### src/sv/rdfesc_pkg.sv
// Shared types, constants and helper functions for the RDF text escape encoder.
// Used by every module of the block; depends on nothing else.
package rdfesc_pkg;

  localparam int CFG_IDX_W = 2;
  localparam logic [CFG_IDX_W-1:0] CFG_ASCII_ONLY   = 2'd0;
  localparam logic [CFG_IDX_W-1:0] CFG_ESCAPE_BS_FF = 2'd1;

  localparam logic [1:0] KIND_SHORT = 2'd0;
  localparam logic [1:0] KIND_LONG  = 2'd1;
  localparam logic [1:0] KIND_URI   = 2'd2;

  localparam logic [7:0] CH_BSLASH = 8'h5C;
  localparam logic [7:0] CH_QUOTE  = 8'h22;
  localparam logic [7:0] CH_BS     = 8'h08;
  localparam logic [7:0] CH_TAB    = 8'h09;
  localparam logic [7:0] CH_LF     = 8'h0A;
  localparam logic [7:0] CH_FF     = 8'h0C;
  localparam logic [7:0] CH_CR     = 8'h0D;
  localparam logic [7:0] CH_SPACE  = 8'h20;
  localparam logic [7:0] CH_TILDE  = 8'h7E;
  localparam logic [7:0] CH_LT     = 8'h3C;
  localparam logic [7:0] CH_GT     = 8'h3E;
  localparam logic [7:0] CH_CARET  = 8'h5E;
  localparam logic [7:0] CH_BTICK  = 8'h60;
  localparam logic [7:0] CH_LBRACE = 8'h7B;
  localparam logic [7:0] CH_VBAR   = 8'h7C;
  localparam logic [7:0] CH_RBRACE = 8'h7D;
  localparam logic [7:0] CH_LOW_B  = 8'h62;
  localparam logic [7:0] CH_LOW_F  = 8'h66;
  localparam logic [7:0] CH_LOW_N  = 8'h6E;
  localparam logic [7:0] CH_LOW_R  = 8'h72;
  localparam logic [7:0] CH_LOW_T  = 8'h74;
  localparam logic [7:0] CH_LOW_U  = 8'h75;
  localparam logic [7:0] CH_UP_U   = 8'h55;

  localparam logic [7:0] REPL_0 = 8'hEF;
  localparam logic [7:0] REPL_1 = 8'hBF;
  localparam logic [7:0] REPL_2 = 8'hBD;

  typedef enum logic [2:0] {
    ACT_NONE,
    ACT_RAW,
    ACT_ESC,
    ACT_HEX4,
    ACT_HEX8,
    ACT_UTF8
  } action_t;

  typedef struct packed {
    logic [1:0] kind;
    logic [7:0] in_byte;
    logic       end_of_text;
  } item_t;

  typedef struct packed {
    logic [7:0] out_byte;
    logic       last_of_run;
  } result_t;

  typedef struct packed {
    logic        rep;
    action_t     act;
    logic [2:0]  ulen;
    logic [31:0] value;
    logic [3:0]  total;
  } job_t;

  function automatic logic [7:0] hex_digit(input logic [3:0] d);
    logic [7:0] r;
    if (d < 4'd10) begin
      r = 8'h30 + {4'd0, d};
    end else begin
      r = 8'h37 + {4'd0, d};
    end
    return r;
  endfunction

endpackage

### src/sv/rdf_text_escape_encoder_core.sv
// Top level of the RDF text escape encoder: configuration registers, front
// end, job queue and back end. Depends on rdfesc_pkg and the rdfesc modules.
//
// Usage: input bytes of UTF-8 text enter through a queue-style port; a
// transfer happens at a clock edge with push high and full low. Each byte
// carries its context (short string, long string or URI) and an end-of-text
// mark. Escaped output bytes leave through a second queue-style port: the
// oldest byte is on result while empty is low, and a transfer happens at an
// edge with pop high and empty low. The last byte caused by one input byte
// carries last_of_run; an input byte may cause no output at all.
// Configuration writes use cfg_valid/cfg_ready (always ready), an index and
// one data bit; the user must make them while the block is idle, unchecked.
// Path: an input byte's job is registered in the job queue, then the back
// end's byte sequencer writes its output bytes into the result buffer.
// Throughput: one output byte per cycle while the result buffer has room,
// so plain ASCII sustains one input byte per cycle; an escape of n bytes
// takes n back-end bytes, and full rises once four jobs wait in the queue.
// Reset clears the decoder state and both queues and loads the register
// defaults (ascii_only 0, escape_bs_ff 1). A stalled receiver fills the
// result buffer and then the job queue, after which full holds off input.
module rdf_text_escape_encoder_core (
  input  logic                                clk,
  input  logic                                rst,
  input  logic                                push,
  output logic                                full,
  input  rdfesc_pkg::item_t                   item,
  output logic                                empty,
  input  logic                                pop,
  output rdfesc_pkg::result_t                 result,
  input  logic                                cfg_valid,
  output logic                                cfg_ready,
  input  logic [rdfesc_pkg::CFG_IDX_W-1:0]    cfg_index,
  input  logic                                cfg_data
);
  import rdfesc_pkg::*;

  logic ascii_only;
  logic escape_bs_ff;
  logic accept;
  logic job_push;
  job_t job_in;
  logic job_valid;
  job_t job_head;
  logic job_pop;

  assign cfg_ready = 1'b1;
  assign accept    = push && !full;

  always_ff @(posedge clk) begin
    if (rst) begin
      ascii_only   <= 1'b0;
      escape_bs_ff <= 1'b1;
    end else if (cfg_valid) begin
      case (cfg_index)
        CFG_ASCII_ONLY:   ascii_only   <= cfg_data;
        CFG_ESCAPE_BS_FF: escape_bs_ff <= cfg_data;
        default: begin
        end
      endcase
    end
  end

  rdfesc_front u_front (
    .clk          (clk),
    .rst          (rst),
    .accept       (accept),
    .item         (item),
    .ascii_only   (ascii_only),
    .escape_bs_ff (escape_bs_ff),
    .job_push     (job_push),
    .job          (job_in)
  );

  rdfesc_job_queue u_queue (
    .clk     (clk),
    .rst     (rst),
    .push    (job_push),
    .job_in  (job_in),
    .full    (full),
    .pop     (job_pop),
    .valid   (job_valid),
    .job_out (job_head)
  );

  rdfesc_back u_back (
    .clk       (clk),
    .rst       (rst),
    .job_valid (job_valid),
    .job       (job_head),
    .job_pop   (job_pop),
    .result    (result),
    .empty     (empty),
    .pop       (pop)
  );

endmodule

### src/sv/rdfesc_front.sv
// Front end: accepts input bytes, tracks UTF-8 decoding state and classifies
// each byte into at most one output job. Depends on rdfesc_pkg.
module rdfesc_front (
  input  logic               clk,
  input  logic               rst,
  input  logic               accept,
  input  rdfesc_pkg::item_t  item,
  input  logic               ascii_only,
  input  logic               escape_bs_ff,
  output logic               job_push,
  output rdfesc_pkg::job_t   job
);
  import rdfesc_pkg::*;

  logic [31:0] pend, pend_next;
  logic [2:0]  need, need_next;
  logic [2:0]  held, held_next;
  logic        skip, skip_next;

  logic [7:0]  b;
  logic        eot;
  logic [31:0] cat;
  logic [2:0]  held_inc;
  logic [2:0]  lead_len;
  logic        emit_char;
  logic        do_asc;
  logic        fresh;
  logic        rep;

  action_t     asc_act;
  logic [7:0]  asc_val;
  action_t     chr_act;
  logic [31:0] chr_val;
  logic [20:0] cp;
  action_t     act;
  logic [31:0] val;
  logic [3:0]  alen;
  logic        printable;
  logic        uri_special;

  assign b   = item.in_byte;
  assign eot = item.end_of_text;
  assign cat = {pend[23:0], b};
  assign held_inc = held + 3'd1;

  always_comb begin
    if (b[7:5] == 3'b110) begin
      lead_len = 3'd2;
    end else if (b[7:4] == 4'b1110) begin
      lead_len = 3'd3;
    end else if (b[7:3] == 5'b11110) begin
      lead_len = 3'd4;
    end else begin
      lead_len = 3'd0;
    end
  end

  always_comb begin
    pend_next = pend;
    need_next = need;
    held_next = held;
    skip_next = skip;
    rep       = 1'b0;
    emit_char = 1'b0;
    do_asc    = 1'b0;
    fresh     = 1'b1;
    if (need != 3'd0) begin
      fresh = 1'b0;
      if (b[7:6] == 2'b10) begin
        pend_next = cat;
        held_next = held_inc;
        if (held_inc >= need) begin
          emit_char = 1'b1;
          pend_next = '0;
          need_next = '0;
          held_next = '0;
        end else if (eot) begin
          rep = 1'b1;
        end
      end else begin
        rep = 1'b1;
        pend_next = '0;
        need_next = '0;
        held_next = '0;
        if (b[7]) begin
          skip_next = !eot;
        end else begin
          do_asc = 1'b1;
        end
      end
    end else if (skip) begin
      if (b[7]) begin
        fresh = 1'b0;
      end else begin
        skip_next = 1'b0;
      end
    end
    if (fresh) begin
      if (!b[7]) begin
        do_asc = 1'b1;
      end else if (lead_len == 3'd0) begin
        rep = 1'b1;
        skip_next = !eot;
      end else if (eot) begin
        rep = 1'b1;
      end else begin
        pend_next = {24'd0, b};
        need_next = lead_len;
        held_next = 3'd1;
      end
    end
    if (eot) begin
      pend_next = '0;
      need_next = '0;
      held_next = '0;
      skip_next = 1'b0;
    end
  end

  always_comb begin
    printable = (b >= CH_SPACE) && (b <= CH_TILDE);
    uri_special = !printable || b == CH_SPACE || b == CH_QUOTE || b == CH_LT ||
                  b == CH_GT || b == CH_BSLASH || b == CH_CARET || b == CH_BTICK ||
                  b == CH_LBRACE || b == CH_VBAR || b == CH_RBRACE;
    asc_act = ACT_HEX4;
    asc_val = b;
    if (item.kind != KIND_SHORT && item.kind != KIND_LONG) begin
      asc_act = uri_special ? ACT_HEX4 : ACT_RAW;
    end else if (printable && b != CH_BSLASH && b != CH_QUOTE) begin
      asc_act = ACT_RAW;
    end else if (item.kind == KIND_LONG) begin
      case (b)
        CH_BSLASH: begin
          asc_act = ACT_ESC;
        end
        CH_BS: begin
          asc_act = ACT_ESC;
          asc_val = CH_LOW_B;
        end
        CH_LF, CH_CR, CH_TAB, CH_FF: begin
          asc_act = ACT_RAW;
        end
        CH_QUOTE: begin
          asc_act = eot ? ACT_ESC : ACT_RAW;
        end
        default: begin
          asc_act = ACT_HEX4;
        end
      endcase
    end else begin
      case (b)
        CH_BSLASH, CH_QUOTE: begin
          asc_act = ACT_ESC;
        end
        CH_LF: begin
          asc_act = ACT_ESC;
          asc_val = CH_LOW_N;
        end
        CH_CR: begin
          asc_act = ACT_ESC;
          asc_val = CH_LOW_R;
        end
        CH_TAB: begin
          asc_act = ACT_ESC;
          asc_val = CH_LOW_T;
        end
        CH_BS: begin
          asc_act = escape_bs_ff ? ACT_ESC : ACT_HEX4;
          asc_val = escape_bs_ff ? CH_LOW_B : b;
        end
        CH_FF: begin
          asc_act = escape_bs_ff ? ACT_ESC : ACT_HEX4;
          asc_val = escape_bs_ff ? CH_LOW_F : b;
        end
        default: begin
          asc_act = ACT_HEX4;
        end
      endcase
    end
  end

  always_comb begin
    case (held_inc)
      3'd2:    cp = {10'd0, cat[12:8], cat[5:0]};
      3'd3:    cp = {5'd0, cat[19:16], cat[13:8], cat[5:0]};
      default: cp = {cat[26:24], cat[21:16], cat[13:8], cat[5:0]};
    endcase
    if (!ascii_only) begin
      chr_act = ACT_UTF8;
      chr_val = cat;
    end else begin
      chr_act = (cp[20:16] == 5'd0) ? ACT_HEX4 : ACT_HEX8;
      chr_val = {11'd0, cp};
    end
  end

  always_comb begin
    if (emit_char) begin
      act = chr_act;
      val = chr_val;
    end else if (do_asc) begin
      act = asc_act;
      val = {24'd0, asc_val};
    end else begin
      act = ACT_NONE;
      val = '0;
    end
    case (act)
      ACT_RAW:  alen = 4'd1;
      ACT_ESC:  alen = 4'd2;
      ACT_HEX4: alen = 4'd6;
      ACT_HEX8: alen = 4'd10;
      ACT_UTF8: alen = {1'b0, held_inc};
      default:  alen = 4'd0;
    endcase
  end

  assign job.rep   = rep;
  assign job.act   = act;
  assign job.ulen  = held_inc;
  assign job.value = val;
  assign job.total = (rep ? 4'd3 : 4'd0) + alen;
  assign job_push  = accept && (rep || act != ACT_NONE);

  always_ff @(posedge clk) begin
    if (rst) begin
      pend <= '0;
      need <= '0;
      held <= '0;
      skip <= 1'b0;
    end else if (accept) begin
      pend <= pend_next;
      need <= need_next;
      held <= held_next;
      skip <= skip_next;
    end
  end

endmodule

### src/sv/rdfesc_job_queue.sv
// Four-entry job queue between the front end and the back end.
// Depends on rdfesc_pkg for the job type.
module rdfesc_job_queue (
  input  logic              clk,
  input  logic              rst,
  input  logic              push,
  input  rdfesc_pkg::job_t  job_in,
  output logic              full,
  input  logic              pop,
  output logic              valid,
  output rdfesc_pkg::job_t  job_out
);
  import rdfesc_pkg::*;

  job_t       slots [4];
  logic [1:0] wr_ptr;
  logic [1:0] rd_ptr;
  logic [2:0] count;

  assign full    = count == 3'd4;
  assign valid   = count != 3'd0;
  assign job_out = slots[rd_ptr];

  always_ff @(posedge clk) begin
    if (push) begin
      slots[wr_ptr] <= job_in;
    end
  end

  always_ff @(posedge clk) begin
    if (rst) begin
      wr_ptr <= '0;
      rd_ptr <= '0;
      count  <= '0;
    end else begin
      if (push) begin
        wr_ptr <= wr_ptr + 2'd1;
      end
      if (pop) begin
        rd_ptr <= rd_ptr + 2'd1;
      end
      count <= count + {2'd0, push} - {2'd0, pop};
    end
  end

endmodule

### src/sv/rdfesc_back.sv
// Back end: expands each job into output bytes in a two-entry result buffer,
// one per cycle while the buffer has room. Depends on rdfesc_pkg.
module rdfesc_back (
  input  logic                clk,
  input  logic                rst,
  input  logic                job_valid,
  input  rdfesc_pkg::job_t    job,
  output logic                job_pop,
  output rdfesc_pkg::result_t result,
  output logic                empty,
  input  logic                pop
);
  import rdfesc_pkg::*;

  logic [3:0] idx;
  logic [3:0] j;
  logic [2:0] sh;
  logic [3:0] nib;
  logic [1:0] bsel;
  logic [7:0] byte_out;
  logic       last;
  logic       emit;

  result_t    obuf [2];
  logic       owr;
  logic       ord;
  logic [1:0] ocount;
  logic       opop;

  assign j    = job.rep ? idx - 4'd3 : idx;
  assign sh   = (job.act == ACT_HEX8) ? 3'(4'd9 - j) : 3'(4'd5 - j);
  assign nib  = job.value[{sh, 2'b00} +: 4];
  assign bsel = 2'(job.ulen - 3'd1 - j[2:0]);

  always_comb begin
    if (job.rep && idx < 4'd3) begin
      case (idx[1:0])
        2'd0:    byte_out = REPL_0;
        2'd1:    byte_out = REPL_1;
        default: byte_out = REPL_2;
      endcase
    end else begin
      case (job.act)
        ACT_RAW: begin
          byte_out = job.value[7:0];
        end
        ACT_ESC: begin
          byte_out = (j == 4'd0) ? CH_BSLASH : job.value[7:0];
        end
        ACT_HEX4, ACT_HEX8: begin
          if (j == 4'd0) begin
            byte_out = CH_BSLASH;
          end else if (j == 4'd1) begin
            byte_out = (job.act == ACT_HEX8) ? CH_UP_U : CH_LOW_U;
          end else begin
            byte_out = hex_digit(nib);
          end
        end
        ACT_UTF8: begin
          byte_out = job.value[{bsel, 3'b000} +: 8];
        end
        default: begin
          byte_out = 8'd0;
        end
      endcase
    end
  end

  assign last    = idx == job.total - 4'd1;
  assign emit    = job_valid && ocount != 2'd2;
  assign job_pop = emit && last;
  assign opop    = pop && ocount != 2'd0;
  assign empty   = ocount == 2'd0;
  assign result  = obuf[ord];

  always_ff @(posedge clk) begin
    if (emit) begin
      obuf[owr] <= '{out_byte: byte_out, last_of_run: last};
    end
  end

  always_ff @(posedge clk) begin
    if (rst) begin
      idx    <= '0;
      owr    <= 1'b0;
      ord    <= 1'b0;
      ocount <= '0;
    end else begin
      if (emit) begin
        idx <= last ? 4'd0 : idx + 4'd1;
        owr <= !owr;
      end
      if (opop) begin
        ord <= !ord;
      end
      ocount <= ocount + {1'b0, emit} - {1'b0, opop};
    end
  end

endmodule

### config.mk
export PLATFORM = sky130hd
export DESIGN_NAME = rdf_text_escape_encoder_core
export DESIGN_NICKNAME = d
export VERILOG_FILES = /design/src/sv/rdfesc_pkg.sv /design/src/sv/rdf_text_escape_encoder_core.sv /design/src/sv/rdfesc_front.sv /design/src/sv/rdfesc_job_queue.sv /design/src/sv/rdfesc_back.sv
export SDC_FILE = /design/constraint.sdc
export NUM_CORES = 1
export LEC_CHECK = 0
export BUFFER_PORTS_ARGS = -buffer_cell sky130_fd_sc_hd__clkbuf_2
export CORE_ASPECT_RATIO = 1.4
export CORE_UTILIZATION = 57
export CTS_CLUSTER_DIAMETER = 80
export DETAILED_ROUTE_END_ITERATION = 6
export PLACE_DENSITY = 0.77
export SYNTH_ARGS = -nofsm -noshare
export SYNTH_HDL_FRONTEND = slang
export SYNTH_HIERARCHICAL = 1
export SYNTH_SLANG_ARGS = --single-unit
### constraint.sdc
create_clock -name clk -period 4.33 [get_ports clk]
set_input_delay 0.433 -clock clk [delete_from_list [all_inputs] [get_ports clk]]
set_output_delay 0.433 -clock clk [all_outputs]
set_load 0.1 [all_outputs]
Word-level counts from Yosys, hierarchy flattened
Memory sizes are Yosys's and may differ from the RTL's. A register that Yosys moved wholly into a read port is not among the register bits.
Index checks and enable logic that the tools add are counted.
W data, S select, Z words.
- memories kept: 2
- word-level logic and storage cells: 219
- bits in read-only memories: 0
- register bits after elaboration: 56
- output and inout bits: 12
- bits in latches: 0
- bits in writable memories: 190
- input bits: 19
- memory list (memory ; depth ; bits a word ; rd ports ; clocked after Yosys merged registers in ; write ports ; RTL line ; source):
    u_queue.slots ; 4 ; 43 ; 1 ; 1 ; 1 ; rdfesc_job_queue.sv:15 ; job_t slots [4];
    u_back.obuf ; 2 ; 9 ; 1 ; 1 ; 1 ; rdfesc_back.sv:24 ; result_t obuf [2];
- reductions and logical operators: 44
- order comparisons: 5
- multiplexer cells: 95
- shifts and indexed selects: 2
- eq/ne operators: 41
- add/subtract/negate cells: 17
- bitwise logic cells: 0
- div/mod/pow operators: 0
- $mul: 0
- operators with widths (operator ; number):
    $mux W32 ; 9
    $mux W8 ; 12
    $mux W3 ; 25
    $eq A8 B7 Y1 const B ; 6
    $pmux W21 S2 ; 1
    $eq A8 B4 Y1 const B ; 5
    $pmux W8 S5 ; 1
    $mux W1 ; 34
    $eq A8 B6 Y1 const B ; 4
    $pmux W8 S4 ; 1
    $shiftx A32 B6 Y4 ; 1
    $shiftx A32 B6 Y8 ; 1
    $pmux W4 S5 ; 1
    $eq A3 B2 Y1 const B ; 6
    $eq A3 B3 Y1 const B ; 6
    $add A6 B4 Y7 const A ; 2
    $pmux W7 S2 ; 1
    $logic_or A1 B1 Y1 ; 11
    $logic_and A1 B1 Y1 ; 10
    $mux W2 ; 5
    $pmux W3 S3 ; 1
    $reduce_bool A3 Y1 ; 3
    $ge A8 B6 Y1 const B ; 1
    $le A8 B7 Y1 const B ; 1
    41 further kinds ; 56

Longest topological paths before layout
Gate-level depths: netlist of the first run.
- word-level depth: 22
- gate-level depth with buffers: 14

Hierarchy
Netlist of the first run, hierarchy kept.
- modules (own cells, without submodules) (module ; times used ; sequential area each (sq um) ; area each (sq um) ; cells an instance):
    rdfesc_job_queue ; 1 ; 5345.1 ; 6700.2 ; 267
    rdfesc_back ; 1 ; 720.7 ; 2551.2 ; 255
    rdfesc_front ; 1 ; 620.6 ; 2437.3 ; 333
    rdf_text_escape_encoder_core ; 1 ; 40.0 ; 118.9 ; 13

Worst setup path after synthesis of the first run
No wires, ideal clock.
- path kind: flip-flop to flip-flop
- start: register u_front.held[0]
- end: memory u_queue/slots[0][0] in the netlist's numbering, enable pin
- stages on the path, launching flop included: 10
- arrival time: 3.670 ns
- period minus slack after synthesis: 4.074 ns
- slack: 0.256 ns
- buffers on the path: 1
- cell sequence: dfxtp_1 ha_1 xor2_1 ha_1 a211oi_1 or3_1 buf_2 o221a_2 a41oi_1 and2_1
- RTL lines (item ; RTL line ; source):
    start: declaration ; rdfesc_front.sv:17 ; logic [2:0] held, held_next;
    start signal: assignment ; rdfesc_front.sv:234 ; held <= held_next;
    end: declaration ; rdfesc_job_queue.sv:15 ;

==> results of run 1 <==
==> power breakdown <==
group | leakage [nW] | switching, W | internal [W] | total, W
Sequential | 2.23 | 0.000102 | 0.00275 | 0.00285
Combinational | 1.81 | 0.00164 | 0.000967 | 0.00261
Clock | 0.352 | 0.000822 | 0.00111 | 0.00193
==> critical path: stages (launching register included) <==
cell      delay, ns
dfxtp_1        0.43
inv_1          0.15
ha_1           0.30
inv_1          0.10
ha_1           0.29
a211oi_1       0.09
or3_1          0.40
o221a_2        0.36
a41oi_1        0.71
and2_2         0.51
buf_12         0.27
==> final timing paths <==
path                                        endpoint  slack, ns              from  cells past startpoint
worst max-delay path            u_queue/slots[3][34]       0.37   u_front/held[0]                     10
worst min-delay path                    escape_bs_ff       0.19          cfg_data                      3
worst max register to register  u_queue/slots[3][34]       0.37   u_front/held[0]                     10
worst min register to register      u_front/pend[20]       0.50  u_front/pend[20]                      2
==> area by class of cell <==
cell class | instances | share of cell area [%]
flip-flops and latches | 237 | 51.9
multi-input cells | 540 | 36.2
clock buffers | 33 | 5.06
repair buffers | 49 | 2.71
well taps | 252 | 2.48
inverters | 33 | 0.973
clock inverters | 8 | 0.649
==> registers in the layout, indices dropped and copies added (netlist names), named ones only <==
name and flops:
ascii_only 1, escape_bs_ff 1, u_back/idx 4, u_back/obuf 18, u_back/ocount 2, u_back/ord 1, u_back/owr 1, u_front/held 3
u_front/need 3, u_front/pend 24, u_front/skip 1, u_queue/count 3, u_queue/rd_ptr 2, u_queue/slots 168, u_queue/wr_ptr 2
==> stage by stage <==
stage          setup slack (ns)  instance area [um^2]
2_1_floorplan             0.326                 11700
3_3_place_gp              0.521                 12000
3_5_place_dp              0.429                 12000
4_1_cts                   0.403                 12700
5_1_grt                   0.142                 12700
6_report                  0.370                 12700
==> routing by layer <==
| layer | up-vias | track usage [%] |
|---|---|---|
| met1 | 3707 | 30.3 |
| met4 | 0 | 10.1 |
| met5 | - | 0 |
| li1 | 3380 | - |
| met3 | 50 | 2.79 |
| met2 | 254 | 43.8 |
==> results_dict.tcl, run 1 <==
set metrics [dict create \
    status "finished clean" \
    die_w_um 123 \
    dieArea_um2 21000 \
    required_ns 4.53 \
    layout_worst_path_cycle_share_pct 91.4 \
    worstSetupPathType "flop to flop" \
    rows 61 \
    ir_drop_mv 0.343 \
    hold_class "input port to flop" \
    clk_latency_ns 0.51 \
    start_kind "flop" \
    critPathArrivalTime_ns 4.16 \
    grt_overflow 0 \
    final_nets 927 \
    antenna_found_initial 0 \
    netlist_area_um2 11700 \
    nFillCells 1458 \
    end_kind "flop" \
    syn_inst 863 \
    final_util_pct 63.7 \
    grt_max_degree 50 \
    path_max_fanout 31 \
    cts_buffers 23 \
    layoutNonFillerInstCount 1152 \
    period_needed_ns 3.96 \
    cts_hold_buf 0 \
    diodes 0 \
    dp.cells 1111 \
    vias 7391 \
    syn_nets 906 \
    areaGrowthSynthToFinish_pct 9.14 \
    cts.sinks 237 \
    cts_setup_buffers 0 \
    drtIter0Drc 561 \
    finalClockSkew_ns 0.00981 \
    power.density_nw_per_um2 580 \
    wl_per_cell_um 21.5 \
    path_clk_slew_ns 0.06 \
    gp_congestion 0.921 \
    drc 0 \
    cts-resized-gates 0 \
    final.setup.tns_ns 0 \
    syn_avg_cell_area_um2 13.5 \
    multi_input_area_um2 4610 \
    die_h_um 171 \
    cts_tree "yes" \
    setup_viol 0 \
    cts_htree_levels 1 \
    grt_util_all_layers_pct 24.6 \
    slew_violations 0 \
    tightestPinTransition_ns 1.02 \
    mostFrequentLayoutCells "edfxtp_1, nor2_1, dfxtp_1, mux4_2, inv_1" \
    final_common_cell "edfxtp_1" \
    vias_per_cell 6.42 \
    core-area_um2 20000 \
    fmax_mhz 253 \
    start_util_pct 58.3 \
    met2WireLength_mm 13.0 \
    grt_pass1_vias 7201 \
    cap_violations 0 \
    finalHoldViolCount 0 \
    dr.pass1.iters 5 \
    cts_root_buffer "clkbuf_16" \
    clockBufferDepth 3 \
    rsz0062_at_grt "false" \
    m1WireLength_mm 9.77 \
    finalPower_w 0.00739 \
    yosysWarnings 6 \
    slew-limit-headroom_pct 31.8 \
    io-pin-count 31 \
    dp_hpwl_mm 16.7 \
    wl_mm 24.7 \
    hold_slack_ns 0.192 \
    leakagePower_nw 4.39 \
    grt_pass1_wl_mm 39.1 \
    dr_wl_met3_mm 1.17 \
    final_layout_size_suffix_gt1_share_pct 18.8 \
    final_antenna_net_count 0 \
    io_buffers 29 \
    top_layer "met4" \
    regArea_um2 6610 \
]
Note: power is estimated with default switching activity, not from simulation.
==> run 2, diff against run 1 <==
--- a/config.mk
+++ b/config.mk
@@ -5,6 +5,7 @@
 export SDC_FILE = /design/constraint.sdc
 export NUM_CORES = 1
 export LEC_CHECK = 0
+export ABC_AREA = 1
 export BUFFER_PORTS_ARGS = -buffer_cell sky130_fd_sc_hd__clkbuf_2
 export CORE_ASPECT_RATIO = 1.4
 export CORE_UTILIZATION = 57
==> run 2 against run 1 <==
Hold slack better by 0.017 ns. Largest cell class unchanged. Critical endpoint is now u_queue/slots[1][8]. Largest power group unchanged. Synthesized cell count grew 63%. Sequential cell count did not move. Final cell count is 50% higher.
==> results_dict.tcl, run 2 <==
set metrics [dict create \
    status "finished clean" \
    rows 63 \
    dpl_cell_area_um2 12900 \
    hold_start "cfg_data" \
    cts_root_buffer "clkbuf_16" \
    nFillCells 1707 \
    antenna_found_initial 0 \
    final_common_cell "nand2_1" \
    use_met3_pct 2.83 \
    final_antenna_net_count 0 \
    grt_util_met2_pct 46.6 \
    regArea_um2 6610 \
    regMostFlops "u_queue/slots" \
    wl_per_cell_um 16.3 \
    cts.sinks 237 \
    cts_setup_buffers 0 \
    netlist_area_um2 12500 \
    drtIter0Drc 762 \
    end_kind "flop" \
    start_util_pct 58.7 \
    cts_hold_buf 0 \
    slew-limit-headroom_pct 42.5 \
    cts_buffers 23 \
    period_needed_ns 3.67 \
    finalHoldViolCount 0 \
    cts_htree_levels 1 \
    final_layout_size_suffix_gt1_share_pct 12.4 \
    final_nets 1459 \
    grt_util_all_layers_pct 25.6 \
    fmax_mhz 273 \
    clk_latency_ns 0.52 \
    dieArea_um2 22600 \
    dp_hpwl_mm 19.6 \
    grt_pass1_wl_mm 45.5 \
    layoutNonFillerInstCount 1724 \
    vias 9573 \
    grt_overflow 0 \
    layout_worst_path_cycle_share_pct 84.7 \
    grt_pass1_vias 9066 \
    yosysWarnings 6 \
    largest_reg_flops 168 \
    core-area_um2 21400 \
    vias_per_cell 5.55 \
    cts-resized-gates 0 \
    slew_violations 0 \
    required_ns 4.53 \
    power.density_nw_per_um2 564 \
    grt.busiest_layer "met2" \
    areaGrowthSynthToFinish_pct 8.01 \
    finalClockSkew_ns 0.0252 \
    grt_max_degree 129 \
    wl_mm 28.2 \
    syn_avg_cell_area_um2 8.93 \
    critPathArrivalTime_ns 3.86 \
    hold_class "input port to flop" \
    clockBufferDepth 3 \
    syn_nets 1448 \
    gp_congestion 0.940 \
    leakagePower_nw 5.41 \
    final.setup.tns_ns 0 \
    rsz0062_at_grt "false" \
    largestRegisters "u_queue/slots x168, u_front/pend x24, u_back/obuf x18" \
    multi_input_area_um2 4780 \
    die_h_um 178 \
    ir_drop_mv 0.394 \
    finalWorstSetupSlack_ns 0.663 \
    drc 0 \
    met1_usage_pct 30.7 \
    path_clk_slew_ns 0.06 \
    tightestPinTransition_ns 0.859 \
    final_area_um2 13600 \
    setup_viol 0 \
    reg2reg_to "u_queue/slots[1][8]" \
    die_w_um 127 \
    cts_tree "yes" \
    io_buffers 29 \
    min_to "escape_bs_ff" \
    syn_inst 1405 \
    dp.cells 1683 \
    path_max_fanout 26 \
    reg2reg_from "u_front/held[0]" \
    start_kind "flop" \
    worstSetupPathType "flop to flop" \
    finalPower_w 0.00764 \
    diodes 0 \
    dr.pass1.iters 5 \
    rrSetupSlack_ns 0.66 \
    io-pin-count 31 \
    post-place-ws_ns 0.692 \
    mostFrequentLayoutCells "nand2_1, inv_1, edfxtp_1, a21oi_1, nor2_1" \
    r2r_cells 16 \
    holdPathStages 3 \
    cap_violations 0 \
]
[run 2: report_power, final]
part,internal (W),switching [W]
clock,0.00104,0.000838
sequential,0.00278,0.000134
combinational,0.000749,0.00210
total,0.00457,0.00307
[run 2: cell type report]
| class | count | area share [%] |
|---|---|---|
| Clock buffer | 25 | 4.30 |
| Clock inverter | 16 | 0.849 |
| Inverter | 208 | 5.76 |
| Multi-Input combinational cell | 903 | 35.3 |
| Sequential cell | 237 | 48.8 |
| Tap cell | 292 | 2.70 |
| Timing Repair Buffer | 43 | 2.31 |
[run 2: worst max-delay path by stage]
stage / from / end / slack, ns / depth (start not counted)
2_1_floorplan: u_queue/count[2] / u_queue/slots[0][0] / 0.27 / 7
3_3_place_gp: u_front/held[0] / u_queue/slots[1][8] / 0.83 / 16
3_5_place_dp: u_front/held[0] / u_queue/slots[1][8] / 0.69 / 16
4_1_cts: u_front/held[0] / u_queue/slots[1][8] / 0.67 / 16
5_1_grt: u_front/held[0] / u_queue/slots[1][8] / 0.34 / 16
6_report: u_front/held[0] / u_queue/slots[1][8] / 0.66 / 16
[run 2: metal layers]
| layer | vias up | wire length, um |
|---|---|---|
| met5 | - | 0 |
| met4 | 0 | 979 |
| met3 | 70 | 1480 |
| met2 | 316 | 14400 |
| met1 | 4479 | 11300 |
| li1 | 4708 | - |
[run 2: critical path, stage by stage, from the launching register on]
cell      delay (ns)
dfxtp_1         0.36
ha_1            0.23
xnor2_1         0.30
inv_1           0.12
ha_1            0.33
a21oi_1         0.14
o211ai_1        0.13
nand2_1         0.11
o211ai_1        0.09
nand2_1         0.20
inv_1           0.13
nand4_1         0.14
nand2_1         0.12
inv_1           0.22
nand2_1         0.10
inv_2           0.35
buf_12          0.26
[run 2: metrics by stage]
stage | util [%] | hold slack (ns)
finish | 63.4 | 0.210
global route | 63.4 | 0.213
CTS | 63.4 | 0.207
detailed placement | 60.2 | 0.467
global placement | 60.2 | 0.460
floorplan | - | 0.436
==> run 3, diff against run 2 <==
==> constraint.sdc (replaced) <==
create_clock -name clk -period 3.3 [get_ports clk]
set_input_delay 0.33 -clock clk [delete_from_list [all_inputs] [get_ports clk]]
set_output_delay 0.33 -clock clk [all_outputs]
set_load 0.1 [all_outputs]
==> run 3 against run 2 <==
Clock power rose by 36%. Sequential power rose by 31%. Largest power group is now combinational logic. Critical path type unchanged. Register-to-register slack worse by 0.47 ns. Final cell count increased by 1.5%. Largest cell class unchanged. Non-clock buffer count is 29 higher.
==> results_dict.tcl, run 3 (same netlist as run 2, synthesis figures left out) <==
set metrics [dict create \
    status "finished clean" \
    grt_pass1_wl_mm 45.5 \
    vias_per_cell 5.58 \
    wl_mm 28.9 \
    ir_drop_mv 0.623 \
    antenna_found_initial 1 \
    period_needed_ns 3.10 \
    grt_overflow 0 \
    multi_input_area_um2 4840 \
    clk_latency_ns 0.52 \
    areaGrowthSynthToFinish_pct 10.9 \
    slew-limit-headroom_pct 48.1 \
    finalClockSkew_ns 0.0151 \
    cts_buffers 23 \
    gp_congestion 0.901 \
    rrSetupSlack_ns 0.20 \
    final_area_um2 13900 \
    slew_violations 0 \
    cts_htree_levels 1 \
    start_kind "flop" \
    r2r_cells 17 \
    die_h_um 178 \
    finalHoldViolCount 0 \
    finalPower_w 0.0102 \
    reg2reg_to "u_queue/slots[3][2]" \
    io-pin-count 31 \
    vias 9761 \
    dp.cells 1704 \
    nFillCells 1705 \
    rows 63 \
    post-place-ws_ns 0.0388 \
    regMostFlops "u_queue/slots" \
    clockBufferDepth 3 \
    dpl_cell_area_um2 13000 \
    fmax_mhz 322 \
    tightestPinTransition_ns 0.776 \
    hold_class "input port to flop" \
    dr.pass1.iters 7 \
    largest_reg_flops 168 \
    cts_root_buffer "clkbuf_16" \
    holdPathStages 3 \
    final_layout_size_suffix_gt1_share_pct 15.3 \
    core-area_um2 21400 \
    io_buffers 29 \
    setup_viol 0 \
    cts.sinks 237 \
    leakagePower_nw 5.55 \
    diodes 0 \
    finalWorstSetupSlack_ns 0.195 \
    end_kind "flop" \
    worstSetupPathType "flop to flop" \
    path_clk_slew_ns 0.06 \
    layoutNonFillerInstCount 1750 \
    power.density_nw_per_um2 735 \
    layout_worst_path_cycle_share_pct 94.1 \
    die_w_um 127 \
    path_max_fanout 5 \
    final_nets 1488 \
    dieArea_um2 22600 \
    required_ns 3.57 \
    hold_start "cfg_data" \
    final_common_cell "nand2_1" \
    final_antenna_net_count 0 \
    min_to "escape_bs_ff" \
    grt_max_degree 117 \
    start_util_pct 58.7 \
    reg2reg_from "u_front/held[1]" \
    wl_per_cell_um 16.5 \
    final_util_pct 65.1 \
    dp_hpwl_mm 19.8 \
    critPathArrivalTime_ns 3.37 \
    drtIter0Drc 598 \
    cts_tree "yes" \
    drc 0 \
    regArea_um2 6620 \
    cap_violations 0 \
    grt_pass1_vias 9374 \
    largestRegisters "u_queue/slots x168, u_front/pend x24, u_back/obuf x18" \
    grt_util_all_layers_pct 25.7 \
    mostFrequentLayoutCells "nand2_1, inv_1, edfxtp_1, a21oi_1, nor2_1" \
]
## run 3: how the worst max path moves through the flow
stage,cells after the start,start,to
global route,17,u_front/held[1],u_queue/slots[3][3]
finish,17,u_front/held[1],u_queue/slots[3][2]
CTS,17,u_front/held[0],u_queue/slots[3][2]
global placement,16,u_front/held[0],u_queue/slots[2][1]
detailed placement,17,u_front/held[1],u_queue/slots[2][2]
floorplan,15,u_front/held[0],u_queue/slots[0][0]
## run 3: layout make-up
class / instances / share of cell area [%]
Clock buffer: 24 / 4.16
Clock inverter: 14 / 1.02
Inverter: 208 / 5.72
Multi-Input combinational cell: 903 / 34.8
Sequential cell: 237 / 47.6
Tap cell: 292 / 2.63
Timing Repair Buffer: 72 / 4.08
## run 3: layer usage
metal,vias up,share of wire (%),track usage (%)
met4,0,3.6,11.4
met1,4606,38,29.3
met2,318,53,48.3
met5,-,0,0
li1,4760,-,-
met3,77,4.9,2.62
## run 3: repair_timing
item | 4_1_cts | 5_1_grt
hold buffers | 0 | 0
endpoints found under the setup margin | 0 | 183
buffers inserted | 0 | 7
resized for setup | 0 | 20
## run 3: worst max-delay path, cell delays in order, from the launching register on
cell and delay, ns:
dfxtp_4 0.36, ha_2 0.19, xnor2_2 0.19, inv_2 0.08
ha_4 0.27, nand2_1 0.04, o211ai_1 0.23, nand2_1 0.16
nor2_4 0.20, nand2_2 0.08, inv_2 0.09, nand3_1 0.08
nand2_1 0.06, ha_1 0.17, inv_1 0.06, fa_1 0.39
nand3_1 0.11, nand2_2 0.07
## run 3: power breakdown
group          internal, W  switching [W]  total, W
Combinational      0.00107        0.00279   0.00386
Sequential         0.00365       0.000166   0.00382
Clock              0.00149        0.00105   0.00255
Total              0.00621        0.00401    0.0102
## run 3: metrics by stage
step | TNS (ns) | hold WS [ns]
CTS | 0 | 0.0810
global placement | 0 | 0.442
global route | -0.183 | 0.143
detailed placement | 0 | 0.450
floorplan | 0 | 0.399
finish | 0 | 0.0955
